File: config.mk
export PLATFORM = sky130hd
export DESIGN_NAME = end_switch_debounce_teach
export DESIGN_NICKNAME = d
export VERILOG_FILES = /design/src/hw/rtl/esdt_pkg.sv /design/src/hw/rtl/end_switch_debounce_teach.sv /design/src/hw/rtl/esdt_debounce.sv
export SDC_FILE = /design/constraint.sdc
export NUM_CORES = 1
export LEC_CHECK = 0
export BUFFER_PORTS_ARGS = -buffer_cell sky130_fd_sc_hd__buf_2
export CAP_MARGIN = 20
export CORE_ASPECT_RATIO = 0.6
export CORE_MARGIN = 8
export CORE_UTILIZATION = 30
export CTS_BUF_LIST = sky130_fd_sc_hd__clkbuf_4
export CTS_CLUSTER_SIZE = 24
export DETAILED_ROUTE_END_ITERATION = 6
export SLEW_MARGIN = 20
export SYNTH_ARGS = -nofsm -noshare
export SYNTH_HDL_FRONTEND = slang
export SYNTH_HIERARCHICAL = 1
export SYNTH_SLANG_ARGS = --single-unit
File: constraint.sdc
create_clock -name clk -period 7 [get_ports clk]
set_input_delay 1.75 -clock clk [delete_from_list [all_inputs] [get_ports clk]]
set_output_delay 1.75 -clock clk [all_outputs]
set_load 0.05 [all_outputs]
File: src/hw/rtl/esdt_pkg.sv
package esdt_pkg;

    // Default geometry of the ladder ADC and the free-running timer
    localparam int LADDER_BITS_DEF = 10;
    localparam int TIMER_BITS_DEF  = 32;

    // Fixed register and field widths
    localparam int THR_BITS      = 10;
    localparam int TICKS_BITS    = 32;
    localparam int CODE_BITS     = 16;
    localparam int DIR_BITS      = 2;
    localparam int ACT_BITS      = 3;
    localparam int CFG_IDX_BITS  = 3;
    localparam int CFG_DATA_BITS = 32;

    // Register reset values
    localparam logic [THR_BITS-1:0]   NORMAL_THR_RST   = 10'd420;
    localparam logic [THR_BITS-1:0]   ONE_THR_RST      = 10'd150;
    localparam logic [THR_BITS-1:0]   BOTH_THR_RST     = 10'd25;
    localparam logic [TICKS_BITS-1:0] DEBOUNCE_RST     = 32'd960000;
    localparam logic [CODE_BITS-1:0]  MIN_SPAN_RST     = 16'd16;
    localparam logic [CODE_BITS-1:0]  CLOSED_CAL_RST   = 16'd0;
    localparam logic [CODE_BITS-1:0]  OPEN_CAL_RST     = 16'd1023;

    // Switch classes
    typedef enum logic [1:0] {
        CLS_FAULT  = 2'd0,
        CLS_BOTH   = 2'd1,
        CLS_ONE    = 2'd2,
        CLS_NORMAL = 2'd3
    } cls_t;

    // Item actions
    typedef enum logic [ACT_BITS-1:0] {
        ACT_SAMPLE      = 3'd0,
        ACT_TEACH_WRITE = 3'd1,
        ACT_SERVICE     = 3'd2,
        ACT_READ_CLOSED = 3'd3,
        ACT_READ_OPEN   = 3'd4
    } act_t;

    // Configuration register indexes
    typedef enum logic [CFG_IDX_BITS-1:0] {
        REG_NORMAL_THR = 3'd0,
        REG_ONE_THR    = 3'd1,
        REG_BOTH_THR   = 3'd2,
        REG_DEBOUNCE   = 3'd3,
        REG_MIN_SPAN   = 3'd4,
        REG_CLOSED_CAL = 3'd5,
        REG_OPEN_CAL   = 3'd6
    } cfg_idx_t;

    // Debounce status towards the teach logic: state after the current item
    typedef struct packed {
        cls_t class_next;
        logic end_next;
        logic fault_next;
        logic capture;
    } deb_status_t;

endpackage

File: src/hw/rtl/end_switch_debounce_teach.sv
// End-switch ladder debounce with endpoint capture and teach handshake.
// Each transaction passes the input register, then the result register; the input
// register moves on only when the result slot is free or being read.
// Throughput: one transaction per cycle while m_axis_tready holds.
// Reset: asynchronous, active low; registers take their defaults, the loop
// reads as unverified (fault) and no teach session is armed.
module end_switch_debounce_teach #(
    parameter int LADDER_BITS = esdt_pkg::LADDER_BITS_DEF,
    parameter int TIMER_BITS  = esdt_pkg::TIMER_BITS_DEF,
    localparam int IN_BITS    = LADDER_BITS + esdt_pkg::CODE_BITS + TIMER_BITS
                              + esdt_pkg::DIR_BITS + 1,
    localparam int IN_DATA_BITS = ((IN_BITS + 7) / 8) * 8
) (
    input  logic                                clk,
    input  logic                                rst_n,
    input  logic                                cfg_we,
    input  logic [esdt_pkg::CFG_IDX_BITS-1:0]   cfg_index,
    input  logic [esdt_pkg::CFG_DATA_BITS-1:0]  cfg_data,
    input  logic                                s_axis_tvalid,
    output logic                                s_axis_tready,
    // ladder_code, wiper_code, timestamp, direction, teach_value, zero pad
    input  logic [IN_DATA_BITS-1:0]             s_axis_tdata,
    // action
    input  logic [esdt_pkg::ACT_BITS-1:0]       s_axis_tuser,
    output logic                                m_axis_tvalid,
    input  logic                                m_axis_tready,
    // end_reached, switch_fault, teach_active, switch_class, read_data,
    // commit, closed_cal, open_cal, zero pad
    output logic [55:0]                         m_axis_tdata
);

    localparam int CW = esdt_pkg::CODE_BITS;

    // Result layout, first field in the highest bits
    typedef struct packed {
        logic [CW-1:0]  open_cal;
        logic [CW-1:0]  closed_cal;
        logic           commit;
        logic [CW-1:0]  read_data;
        esdt_pkg::cls_t switch_class;
        logic           teach_active;
        logic           switch_fault;
        logic           end_reached;
    } result_t;

    localparam int RES_BITS = $bits(result_t);

    typedef struct packed {
        logic read_open;
        logic read_closed;
        logic got_open;
        logic got_closed;
    } cap_flags_t;

    function automatic logic [CW-1:0] span16(input logic [CW-1:0] a,
                                             input logic [CW-1:0] b);
        span16 = (a > b) ? (a - b) : (b - a);
    endfunction

    // Configuration registers
    logic [esdt_pkg::THR_BITS-1:0]   normal_thr_reg, one_thr_reg, both_thr_reg;
    logic [esdt_pkg::TICKS_BITS-1:0] debounce_reg;
    logic [CW-1:0]                   min_span_reg;

    // Input stage
    logic                  in_valid_reg, in_valid_next;
    logic [IN_BITS-1:0]    in_data_reg;
    esdt_pkg::act_t        in_act_reg;

    // Teach state
    logic                  teach_cmd_reg, teach_cmd_next;
    logic                  armed_reg, armed_next;
    cap_flags_t            flags_reg, flags_next;
    logic [CW-1:0]         closed_cap_reg, closed_cap_next;
    logic [CW-1:0]         open_cap_reg, open_cap_next;
    logic [CW-1:0]         closed_cal_reg, closed_cal_next;
    logic [CW-1:0]         open_cal_reg, open_cal_next;

    // Result stage
    logic                  out_valid_reg, out_valid_next;
    result_t               out_data_reg, out_data_next;

    logic                  s_accept;
    logic                  advance;
    logic                  sample_en;
    logic                  at_open;
    logic [CW-1:0]         read_data;
    logic                  commit;
    esdt_pkg::deb_status_t deb;

    logic [LADDER_BITS-1:0]         f_ladder;
    logic [CW-1:0]                  f_wiper;
    logic [TIMER_BITS-1:0]          f_time;
    logic [esdt_pkg::DIR_BITS-1:0]  f_dir;
    logic                           f_teach;

    // Handshake: the input stage moves on whenever the result slot frees
    assign advance       = in_valid_reg && (!out_valid_reg || m_axis_tready);
    assign s_axis_tready = !in_valid_reg || advance;
    assign s_accept      = s_axis_tvalid && s_axis_tready;
    assign sample_en     = advance && (in_act_reg == esdt_pkg::ACT_SAMPLE);

    assign in_valid_next  = s_accept ? 1'b1 : (advance ? 1'b0 : in_valid_reg);
    assign out_valid_next = advance ? 1'b1 : (m_axis_tready ? 1'b0 : out_valid_reg);

    // Unpack the registered input transaction
    assign f_ladder = in_data_reg[LADDER_BITS-1:0];
    assign f_wiper  = in_data_reg[LADDER_BITS +: CW];
    assign f_time   = in_data_reg[LADDER_BITS + CW +: TIMER_BITS];
    assign f_dir    = in_data_reg[LADDER_BITS + CW + TIMER_BITS +: esdt_pkg::DIR_BITS];
    assign f_teach  = in_data_reg[IN_BITS-1];

    esdt_debounce #(
        .LADDER_BITS (LADDER_BITS),
        .TIMER_BITS  (TIMER_BITS)
    ) u_debounce (
        .clk            (clk),
        .rst_n          (rst_n),
        .sample_en      (sample_en),
        .ladder_code    (f_ladder),
        .timestamp      (f_time),
        .normal_thr     (normal_thr_reg),
        .one_thr        (one_thr_reg),
        .both_thr       (both_thr_reg),
        .debounce_ticks (debounce_reg),
        .status         (deb)
    );

    // Stop selection: direction first, nearness to calibration when unknown
    always_comb
    begin
        if (f_dir == 2'b01)
            at_open = 1'b1;
        else if (f_dir[1])
            at_open = 1'b0;
        else
            at_open = span16(f_wiper, open_cal_reg) < span16(f_wiper, closed_cal_reg);
    end

    // Per-item action on teach state
    always_comb
    begin
        teach_cmd_next  = teach_cmd_reg;
        armed_next      = armed_reg;
        flags_next      = flags_reg;
        closed_cap_next = closed_cap_reg;
        open_cap_next   = open_cap_reg;
        closed_cal_next = closed_cal_reg;
        open_cal_next   = open_cal_reg;
        read_data       = '0;
        commit          = 1'b0;

        if (advance)
        begin
            case (in_act_reg)
                esdt_pkg::ACT_SAMPLE:
                begin
                    if (deb.capture)
                    begin
                        if (at_open)
                        begin
                            open_cap_next        = f_wiper;
                            flags_next.got_open  = 1'b1;
                            flags_next.read_open = 1'b0;
                        end
                        else
                        begin
                            closed_cap_next        = f_wiper;
                            flags_next.got_closed  = 1'b1;
                            flags_next.read_closed = 1'b0;
                        end
                    end
                end
                esdt_pkg::ACT_TEACH_WRITE:
                begin
                    teach_cmd_next = f_teach;
                end
                esdt_pkg::ACT_SERVICE:
                begin
                    if (!teach_cmd_reg)
                    begin
                        if (armed_reg)
                        begin
                            armed_next = 1'b0;
                            flags_next = '0;
                        end
                    end
                    else if (!armed_reg)
                    begin
                        armed_next = 1'b1;
                        flags_next = '0;
                    end
                    else if ((flags_reg == '1) &&
                             (span16(closed_cap_reg, open_cap_reg) >= min_span_reg))
                    begin
                        closed_cal_next = closed_cap_reg;
                        open_cal_next   = open_cap_reg;
                        teach_cmd_next  = 1'b0;
                        armed_next      = 1'b0;
                        commit          = 1'b1;
                    end
                end
                esdt_pkg::ACT_READ_CLOSED:
                begin
                    read_data              = closed_cap_reg;
                    flags_next.read_closed = 1'b1;
                end
                esdt_pkg::ACT_READ_OPEN:
                begin
                    read_data            = open_cap_reg;
                    flags_next.read_open = 1'b1;
                end
                default:
                begin
                end
            endcase
        end

        // Calibration reset writes load the point straight away
        if (cfg_we)
        begin
            case (cfg_index)
                esdt_pkg::REG_CLOSED_CAL: closed_cal_next = cfg_data[CW-1:0];
                esdt_pkg::REG_OPEN_CAL:   open_cal_next   = cfg_data[CW-1:0];
                default:
                begin
                end
            endcase
        end
    end

    // Result assembly: state after this item
    always_comb
    begin
        out_data_next.open_cal     = open_cal_next;
        out_data_next.closed_cal   = closed_cal_next;
        out_data_next.commit       = commit;
        out_data_next.read_data    = read_data;
        out_data_next.switch_class = deb.class_next;
        out_data_next.teach_active = armed_next;
        out_data_next.switch_fault = deb.fault_next;
        out_data_next.end_reached  = deb.end_next;
    end

    // Configuration registers
    always_ff @(posedge clk or negedge rst_n)
    begin
        if (!rst_n)
        begin
            normal_thr_reg <= esdt_pkg::NORMAL_THR_RST;
            one_thr_reg    <= esdt_pkg::ONE_THR_RST;
            both_thr_reg   <= esdt_pkg::BOTH_THR_RST;
            debounce_reg   <= esdt_pkg::DEBOUNCE_RST;
            min_span_reg   <= esdt_pkg::MIN_SPAN_RST;
        end
        else if (cfg_we)
        begin
            case (cfg_index)
                esdt_pkg::REG_NORMAL_THR: normal_thr_reg <= cfg_data[esdt_pkg::THR_BITS-1:0];
                esdt_pkg::REG_ONE_THR:    one_thr_reg    <= cfg_data[esdt_pkg::THR_BITS-1:0];
                esdt_pkg::REG_BOTH_THR:   both_thr_reg   <= cfg_data[esdt_pkg::THR_BITS-1:0];
                esdt_pkg::REG_DEBOUNCE:   debounce_reg   <= cfg_data;
                esdt_pkg::REG_MIN_SPAN:   min_span_reg   <= cfg_data[CW-1:0];
                default:
                begin
                end
            endcase
        end
    end

    // Control and teach state
    always_ff @(posedge clk or negedge rst_n)
    begin
        if (!rst_n)
        begin
            in_valid_reg   <= 1'b0;
            out_valid_reg  <= 1'b0;
            teach_cmd_reg  <= 1'b0;
            armed_reg      <= 1'b0;
            flags_reg      <= '0;
            closed_cap_reg <= '0;
            open_cap_reg   <= '0;
            closed_cal_reg <= esdt_pkg::CLOSED_CAL_RST;
            open_cal_reg   <= esdt_pkg::OPEN_CAL_RST;
        end
        else
        begin
            in_valid_reg   <= in_valid_next;
            out_valid_reg  <= out_valid_next;
            teach_cmd_reg  <= teach_cmd_next;
            armed_reg      <= armed_next;
            flags_reg      <= flags_next;
            closed_cap_reg <= closed_cap_next;
            open_cap_reg   <= open_cap_next;
            closed_cal_reg <= closed_cal_next;
            open_cal_reg   <= open_cal_next;
        end
    end

    // Payload registers
    always_ff @(posedge clk)
    begin
        if (s_accept)
        begin
            in_data_reg <= s_axis_tdata[IN_BITS-1:0];
            in_act_reg  <= esdt_pkg::act_t'(s_axis_tuser);
        end
        if (advance)
            out_data_reg <= out_data_next;
    end

    assign m_axis_tvalid = out_valid_reg;
    assign m_axis_tdata  = {{(56 - RES_BITS){1'b0}}, out_data_reg};

    // Assertions
    a_commit_disarms: assert property (@(posedge clk) disable iff (!rst_n)
        out_valid_reg && out_data_reg.commit |-> !out_data_reg.teach_active)
        else $error("commit reported with teach still armed");

    a_end_class: assert property (@(posedge clk) disable iff (!rst_n)
        out_valid_reg |-> (out_data_reg.end_reached ==
                           (out_data_reg.switch_class == esdt_pkg::CLS_ONE)))
        else $error("end flag disagrees with published class");

    a_fault_class: assert property (@(posedge clk) disable iff (!rst_n)
        out_valid_reg |-> (out_data_reg.switch_fault ==
                           ((out_data_reg.switch_class == esdt_pkg::CLS_FAULT) ||
                            (out_data_reg.switch_class == esdt_pkg::CLS_BOTH))))
        else $error("fault flag disagrees with published class");

    a_advance: assert property (@(posedge clk) disable iff (!rst_n)
        in_valid_reg && !out_valid_reg |=> out_valid_reg)
        else $error("pending item did not reach the result register");

endmodule

File: src/hw/rtl/esdt_debounce.sv
module esdt_debounce #(
    parameter int LADDER_BITS = esdt_pkg::LADDER_BITS_DEF,
    parameter int TIMER_BITS  = esdt_pkg::TIMER_BITS_DEF
) (
    input  logic                              clk,
    input  logic                              rst_n,
    input  logic                              sample_en,
    input  logic [LADDER_BITS-1:0]            ladder_code,
    input  logic [TIMER_BITS-1:0]             timestamp,
    input  logic [esdt_pkg::THR_BITS-1:0]     normal_thr,
    input  logic [esdt_pkg::THR_BITS-1:0]     one_thr,
    input  logic [esdt_pkg::THR_BITS-1:0]     both_thr,
    input  logic [esdt_pkg::TICKS_BITS-1:0]   debounce_ticks,
    output esdt_pkg::deb_status_t             status
);

    localparam int CMP_W = (LADDER_BITS > esdt_pkg::THR_BITS) ? LADDER_BITS
                                                               : esdt_pkg::THR_BITS;
    localparam int DEB_W = (TIMER_BITS > esdt_pkg::TICKS_BITS) ? TIMER_BITS
                                                               : esdt_pkg::TICKS_BITS;

    esdt_pkg::cls_t          pub_reg, pub_next;
    esdt_pkg::cls_t          cand_reg, cand_next;
    logic [TIMER_BITS-1:0]   since_reg, since_next;
    logic                    seen_reg, seen_next;
    logic                    end_reg, end_next;
    logic                    fault_reg, fault_next;

    esdt_pkg::cls_t          now_cls;
    logic [CMP_W-1:0]        code_ext;
    logic [TIMER_BITS-1:0]   elapsed;
    logic                    changed;
    logic                    hold_short;
    logic                    publish;

    // Classify against the thresholds, from normal downwards
    always_comb
    begin
        code_ext = CMP_W'(ladder_code);
        if (code_ext >= CMP_W'(normal_thr))
            now_cls = esdt_pkg::CLS_NORMAL;
        else if (code_ext >= CMP_W'(one_thr))
            now_cls = esdt_pkg::CLS_ONE;
        else if (code_ext >= CMP_W'(both_thr))
            now_cls = esdt_pkg::CLS_BOTH;
        else
            now_cls = esdt_pkg::CLS_FAULT;
    end

    // Candidate tracking and hold-time check (wrapping elapsed time)
    always_comb
    begin
        changed    = (now_cls != cand_reg);
        since_next = changed ? timestamp : since_reg;
        elapsed    = timestamp - since_next;
        hold_short = (DEB_W'(elapsed) < DEB_W'(debounce_ticks));
        publish    = sample_en
                   && !(changed && seen_reg)
                   && !(seen_reg && (now_cls == pub_reg))
                   && !(seen_reg && hold_short);
    end

    // Next state
    always_comb
    begin
        cand_next  = cand_reg;
        seen_next  = seen_reg;
        pub_next   = pub_reg;
        end_next   = end_reg;
        fault_next = fault_reg;
        if (sample_en)
        begin
            cand_next = now_cls;
        end
        if (publish)
        begin
            seen_next  = 1'b1;
            pub_next   = now_cls;
            end_next   = (now_cls == esdt_pkg::CLS_ONE);
            fault_next = !((now_cls == esdt_pkg::CLS_NORMAL) ||
                           (now_cls == esdt_pkg::CLS_ONE));
        end
    end

    always_ff @(posedge clk or negedge rst_n)
    begin
        if (!rst_n)
        begin
            pub_reg   <= esdt_pkg::CLS_FAULT;
            cand_reg  <= esdt_pkg::CLS_FAULT;
            since_reg <= '0;
            seen_reg  <= 1'b0;
            end_reg   <= 1'b0;
            fault_reg <= 1'b1;
        end
        else
        begin
            pub_reg   <= pub_next;
            cand_reg  <= cand_next;
            if (sample_en)
                since_reg <= since_next;
            seen_reg  <= seen_next;
            end_reg   <= end_next;
            fault_reg <= fault_next;
        end
    end

    // Capture on each entry into the one-active class
    always_comb
    begin
        status.class_next = pub_next;
        status.end_next   = end_next;
        status.fault_next = fault_next;
        status.capture    = publish && (now_cls == esdt_pkg::CLS_ONE)
                          && !(seen_reg && (pub_reg == esdt_pkg::CLS_ONE));
    end

endmodule
==> summary.md, run 1 <==
| Metric | Value |
|---|---|
| Tmin final | 7.48 ns |
| Sink Count | 307 |
| Inserted Clock Buffers | 84 |
| CP Launch Type | flop |
| Leakage | 11.7 nW |
| HP Class | flop to flop |
| Failing checks | negative setup slack |
| Synthesized area | 20300 um^2 |
| Sw Ratio | 0.396 |
| DRC marker count from the first detailed-route iteration | 1185 |
| Area post-placement | 22800 um^2 |
| Logic gate share of total power | 0.492 |
| CP Class | flop to flop |
| Layout cells sized above 1 | 0.276 |
| Final setup violation count | 42 |
| Flop-to-flop setup slack | -0.48 ns |
| Largest register FFs | 61 |
| WP buf/inv | 3 |
| Final WS setup | -0.475 ns |
| H-tree Lvls | 3 |
| Fmax | 0.134 GHz |
| Largest delay share family, worst path | compound AO/OA/AOI/OAI gates |
| Vias in the first global route | 16600 |
| Die H | 218 um |
| CP Data Required Time | 7.73 ns |
| WL final | 63.3 mm |
| CP max-delay cell | dfstp_2 |
| Max incr delay on CP | 0.54 ns |
| Relative slew slack | 0.376 |
| Max-slew violations | 0 |
| Sequential group share of total power | 0.300 |
| Cells after synthesis | 1943 |
| Vias | 16000 |
| Post-route core utilization | 0.363 |
| Io pins | 165 |
| Total gr overflow | 0 |
| First-pass DRT Iterations | 5 |
| Core box area | 67600 um^2 |
| NetSw | 3.27 mW |
| Storage cell area | 8310 um^2 |
| First-pass GRT wire length | 96.5 mm |
| Clk slew on worst S/H paths | 0.07 ns |
| Worst EP arrival | 8.20 ns |
| DRC viols | 0 |
| Root buf cell | clkbuf_4 |
| Synth Flop Type | dfrtp_1 |
| Max-Cap Viols | 0 |
| Synth warn | 6 |
| Die ar. | 76600 um^2 |
| Internal Power | 4.97 mW |
| Seq/Total Area, Yosys | 0.409 |
| Starting Density | 0.301 |
| Port buffer count | 159 |
| EDFF count, synth | 118 |
| Pre-CTS WS | -0.907 ns |
| CTS max path bufs | 3 |
| Worst-margin pin slew | 0.936 ns |
| Number of synthesized register bits | 307 |
| Post-route cell area | 24500 um^2 |
| Status | finished with violations |
| Pwr/cell area | 336 nW/um^2 |
| Multi-input gate area | 11300 um^2 |
| Via/cell ratio | 4.96 |
| Clock share of power | 0.208 |
| ANT nets after route | 0 |
| Fill cell count | 6848 |
| CP Max Fanout | 5 |
| Nets@finish | 2570 |
| CP dominant cell by count | a21oi_2 |
| Syn Area/Cell | 10.5 um^2 |
| All-Layer GR Usage | 0.160 |
| Routability congestion estimate from global placement | 0.856 |
| Skew final | 0.0639 ns |
| Largest net degree at the start of global routing | 180 |
| # rows | 74 |
| Tot Pwr | 8.24 mW |
| Fraction of registers with async set/reset | 0.616 |
| Die width | 352 um |
| VDD IR-drop max | 0.000137 V |
| CTS tree | done |
| Tcrit/Tclk final | 1.07 |
| RSZ-0062 raised after global routing | yes |
| CP Capture Type | flop |
| Hpwl dp | 48.4 mm |
| Area delta synth->final | 20.7% |
| Hold Vio Cnt, Final | 0 |
| Later-pin clock latency in the skew report | 0.86 ns |
| Initial antenna violation count | 5 |
| Distinct cells, synth | 91 |
| Wire per inst | 19.6 um |
[layer usage]
| metal | up-vias | share of wire | global-route usage | wire length (um) |
|---|---|---|---|---|
| met5 | - | 0.00019 | 0 | 12 |
| met4 | 2 | 0.023 | 0.0494 | 1430 |
| met3 | 91 | 0.053 | 0.0355 | 3340 |
| met2 | 396 | 0.42 | 0.235 | 26600 |
| met1 | 7866 | 0.50 | 0.233 | 31900 |
| li1 | 7662 | - | - | - |
[synthesized netlist by cell type (all sizes together) (22+ instances only)]
library cell / n / area, um^2
a21oi: 160 / 816
nand2: 96 / 360
edfxtp: 118 / 3540
inv: 187 / 702
o21ai: 81 / 413
nand2b: 22 / 138
mux2i: 123 / 1230
nor2: 94 / 360
ha: 216 / 2700
mux2: 103 / 1160
a21o: 64 / 480
nor2b: 23 / 144
nand4: 24 / 156
nor3: 33 / 170
clkbuf: 30 / 113
xnor2: 42 / 368
dfstp: 30 / 788
buf: 49 / 313
o21a: 23 / 173
dfrtp: 159 / 3980
xor2: 29 / 254
[power groups by stage]
stage	Sequential [mW]	Combinational, mW	Clock [mW]
6_report	2.47	4.05	1.72
2_1_floorplan	2.54	2.49	0
3_5_place_dp	2.50	3.73	0
4_1_cts	2.47	3.91	1.78
5_1_grt	2.51	4.45	1.87
3_3_place_gp	2.48	3.63	0
[final cells by class]
cell class | instances | share of cell area
Clock buffer | 116 | 0.0355
Timing Repair Buffer | 289 | 0.0795
Multi-Input combinational cell | 1371 | 0.461
Clock inverter | 39 | 0.00989
Sequential cell | 307 | 0.339
Inverter | 187 | 0.0286
Antenna cell | 5 | 0.000510
Tap cell | 912 | 0.0465
[layout by cell type (no fill, tap or decap), types with 7 or more instances in the layout]
master     count
a211oi_1       9
a21o_1        64
a21oi_1      149
a21oi_2       10
a22o_1        18
a31oi_1       16
and3_1        11
buf_2        158
buf_4        115
clkbuf_4     116
clkinv_1      24
clkinv_2      10
dfrtp_1      159
dfstp_2       30
edfxtp_1     118
ha_1         211
inv_1        185
mux2_2        99
mux2i_1      120
nand2_1       96
nand2b_1      22
nand3_1       16
nand4_1       23
nor2_1        89
nor2b_1       23
nor3_1        26
nor3_2         7
o2111ai_1      7
o21a_1        23
o21ai_0       63
o21ai_1       12
o21bai_1       8
xnor2_1       42
xor2_1        29
[path summary, 6_finish.rpt]
kind / cells past startpoint / to / startpoint
setup / recovery: 36 / flags_reg[2] / one_thr_reg[4]
hold / removal: 1 / u_debounce/seen_reg / u_debounce/seen_reg
setup reg to reg: 36 / flags_reg[2] / one_thr_reg[4]
hold reg to reg: 1 / u_debounce/seen_reg / u_debounce/seen_reg
max in group asynchronous: 3 / closed_cal_reg[1] / rst_n
min in group asynchronous: 1 / one_thr_reg[6] / rst_n
[worst register-to-register path: cells and delay by family, from the launching register on]
kind / cells / cell delay [ns]
mux: 1 / 0.19
flops: 1 / 0.54
buf+inv: 3 / 0.32
compound gates: 17 / 3.34
fa+ha+maj: 3 / 0.86
simple gates: 12 / 2.11
[metrics by stage]
step | setup TNS [ns] | instances | hold WS (ns)
global placement | -27.74 | 3042 | 0.469
floorplan | 0 | 1944 | 0.449
global route | -24.44 | 3226 | 0.518
detailed placement | -34.28 | 3042 | 0.485
CTS | -6.45 | 3210 | 0.502
finish | -12.71 | 3226 | 0.497
[repair_timing]
action / in CTS / in global routing
hold buffers: 0 / 0
buffers inserted: 13 / 9
gates resized for setup: 58 / 23
endpoints found under the hold margin: 0 / 0
pin swaps: 11 / 37
cloned: 1 / 1
endpoints found under the setup margin: 44 / 44
[cell families (layout without fill, tap and decap cells)]
| group | after synthesis | in the layout | synth area share |
|---|---|---|---|
| adder cells (fa/ha/maj) | 223 | 223 | 0.140 |
| XOR/XNOR | 71 | 71 | 0.0306 |
| multiplexers | 226 | 226 | 0.118 |
| AO/OA/AOI/OAI | 469 | 469 | 0.153 |
| other | 1 | 7 | 0.000184 |
| flip-flops | 307 | 307 | 0.409 |
| AND/OR/NAND/NOR | 380 | 380 | 0.0946 |
| buffers and inverters | 266 | 631 | 0.0554 |
Note: power is estimated with default switching activity, not from simulation.
==> run 2, diff against run 1 <==
--- a/config.mk
+++ b/config.mk
@@ -16,5 +16,4 @@
 export SLEW_MARGIN = 20
 export SYNTH_ARGS = -nofsm -noshare
 export SYNTH_HDL_FRONTEND = slang
-export SYNTH_HIERARCHICAL = 1
 export SYNTH_SLANG_ARGS = --single-unit
==> summary.md, run 2 <==
| Metric | Value |
|---|---|
| Later-pin clock latency in the skew report | 0.84 ns |
| Worst EP arrival | 8.33 ns |
| Initial antenna violation count | 10 |
| Vias | 15200 |
| Leading cell type in the layout, fill and taps excluded | ha_1 |
| Pwr/cell area | 390 nW/um^2 |
| Area delta synth->final | 20.3% |
| Worst-margin pin slew | 1.05 ns |
| Io pins | 165 |
| Tmin final | 7.65 ns |
| CP Launch Type | flop |
| CP Data Required Time | 7.68 ns |
| Fraction of registers with async set/reset | 0.616 |
| R2R Path Start | both_thr_reg[0] |
| Highest-count cells in the layout ignoring fill and taps | ha_1, inv_1, dfrtp_1 |
| FF-to-FF path depth | 36 |
| EDFF count, synth | 118 |
| RSZ-0062 raised after global routing | yes |
| Leakage | 11.2 nW |
| Number of synthesized register bits | 307 |
| Status | finished with violations |
| All-Layer GR Usage | 0.151 |
| Total gr overflow | 0 |
| Max-slew violations | 0 |
| Die width | 345 um |
| CP dominant cell by count | buf_4 |
| CP Max Fanout | 6 |
| Relative slew slack | 0.299 |
| Inserted Clock Buffers | 85 |
| Routability congestion estimate from global placement | 1.01 |
| Skew final | 0.0550 ns |
| Final TNS setup | -24.50 ns |
| Hold Vio Cnt, Final | 0 |
| # rows | 72 |
| Worst r2r dst | open_cap_reg[11] |
| Max-Cap Viols | 0 |
| Vias in the first global route | 15300 |
| Final WS setup | -0.651 ns |
| Largest cells by area after synthesis | dfrtp_1, edfxtp_1, ha_1 |
| Via/cell ratio | 4.89 |
| Cells after synthesis | 1898 |
| Distinct cells, synth | 69 |
| WL final | 56.5 mm |
| Layout cells sized above 1 | 0.244 |
| Max incr delay on CP | 0.55 ns |
| Die H | 213 um |
| Largest register FFs | 61 |
| Port buffer count | 159 |
| Final setup violation count | 44 |
| Hpwl dp | 43.2 mm |
| CP Capture Type | flop |
| Largest net degree at the start of global routing | 88 |
| HP Class | flop to flop |
| Most frequent cell after synthesis | ha_1 |
| Worst Hold Endpoint | u_debounce.since_reg[19] |
| Synth warn | 0 |
| VDD IR-drop max | 0.000358 V |
| Die ar. | 73600 um^2 |
| CTS max path bufs | 3 |
| Post-route core utilization | 0.364 |
| Clk slew on worst S/H paths | 0.06 ns |
| Nets@finish | 2515 |
| Core box area | 64300 um^2 |
| CTS tree | done |
| Seq/Total Area, Yosys | 0.427 |
| Hold path cells | 2 |
| First-pass GRT wire length | 87.4 mm |
| Starting Density | 0.303 |
| Flop-to-flop setup slack | -0.65 ns |
| Hold buffers post-CTS | 0 |
| Yosys top cell by area | dfrtp_1 |
| Sink Count | 307 |
| Most instantiated cells after synthesis | ha_1, inv_1, dfrtp_1 |
| Hold wc startpoint | u_debounce.since_reg[19] |
| Failing checks | negative setup slack |
| Syn Area/Cell | 10.3 um^2 |
| CP Class | flop to flop |
| First-pass DRT Iterations | 6 |
| H-tree Lvls | 3 |
| DRC marker count from the first detailed-route iteration | 1147 |
| Synth Flop Type | dfrtp_1 |
| Wire per inst | 18.1 um |
| Final non-filler cell total | 3116 |
| Dpl cells | 2935 |
| Root buf cell | clkbuf_4 |
| ANT nets after route | 0 |
| DRC viols | 0 |
| Area fraction of the dominant cell type after synthesis | 0.204 |
| Fmax | 0.131 GHz |
| Tcrit/Tclk final | 1.09 |
| Synthesized area | 19500 um^2 |
| CP max-delay cell | dfstp_2 |
## run 2: how the worst max path moves through the flow
stage	startpoint	end	cells after the start
after detailed placement	both_thr_reg[0]	flags_reg[2]	34
after floorplan	both_thr_reg[4]	open_cap_reg[15]	37
final	both_thr_reg[0]	open_cap_reg[11]	36
after global placement	both_thr_reg[0]	m_axis_tdata[4]	34
after global routing	both_thr_reg[0]	open_cap_reg[11]	38
after CTS	both_thr_reg[0]	open_cap_reg[11]	36
## run 2: cell type report
| class | instances | area (um^2) |
|---|---|---|
| sequential | 307 | 8310 |
| timing repair buffer | 266 | 1670 |
| multi-input combinational | 1334 | 10500 |
| clock inverter | 27 | 160 |
| inverter | 191 | 717 |
| fill | 6465 | 40900 |
| antenna | 9 | 22.5 |
| tap | 851 | 1060 |
| clock buffer | 131 | 983 |
## run 2: critical path, delay by kind of cell, from the launching register on
| family | cells | cell delay (ns) |
|---|---|---|
| AO/OA/AOI/OAI | 16 | 3.52 |
| AND/OR/NAND/NOR | 8 | 1.25 |
| adder cells (fa/ha/maj) | 4 | 1.06 |
| buffers and inverters | 6 | 0.82 |
| flip-flops | 1 | 0.55 |
| XOR/XNOR | 1 | 0.15 |
| multiplexers | 1 | 0.15 |
## run 2: what timing repair did
action / CTS / global route
pin swaps: 13 / 9
setup endpoints to repair: 44 / 44
setup buffers: 6 / 9
gates resized for setup: 40 / 22
cloned: 1 / 0
## run 2: kinds of logic after synthesis
family                     share of synthesized area
adders and majority gates                      0.146
xor gates and xnor gates                      0.0333
buffers and inverters                         0.0518
muxes                                         0.0937
and+or+nand+nor                               0.0854
other                                       0.000192
DFF                                            0.427
AOI/OAI and AO/OA                              0.163
## run 2: per-layer routing
metal  track usage  vias to the layer above  routed length (um)
met5             0                        -                  44
met4        0.0390                        8                1090
met3        0.0518                       81                4910
met2         0.215                      445               23000
met1         0.218                     7311               27500
li1              -                     7383                   -
## run 2: stage by stage
step | instance area (um^2) | power, mW | hold WS, ns | setup slack [ns]
after floorplan | 19600 | 5.85 | 0.449 | -0.0352
after CTS | 23300 | 9.13 | 0.484 | -0.670
final | 23400 | 9.15 | 0.480 | -0.651
after global placement | 21900 | 7.06 | 0.461 | -0.840
after detailed placement | 21900 | 7.20 | 0.470 | -1.02
after global routing | 23400 | 9.93 | 0.506 | -1.08
## run 2: where the power goes
part,switching (mW),internal [mW]
Combinational,2.73,2.25
Sequential,0.197,2.24
Clock,0.808,0.927
Total,3.73,5.42
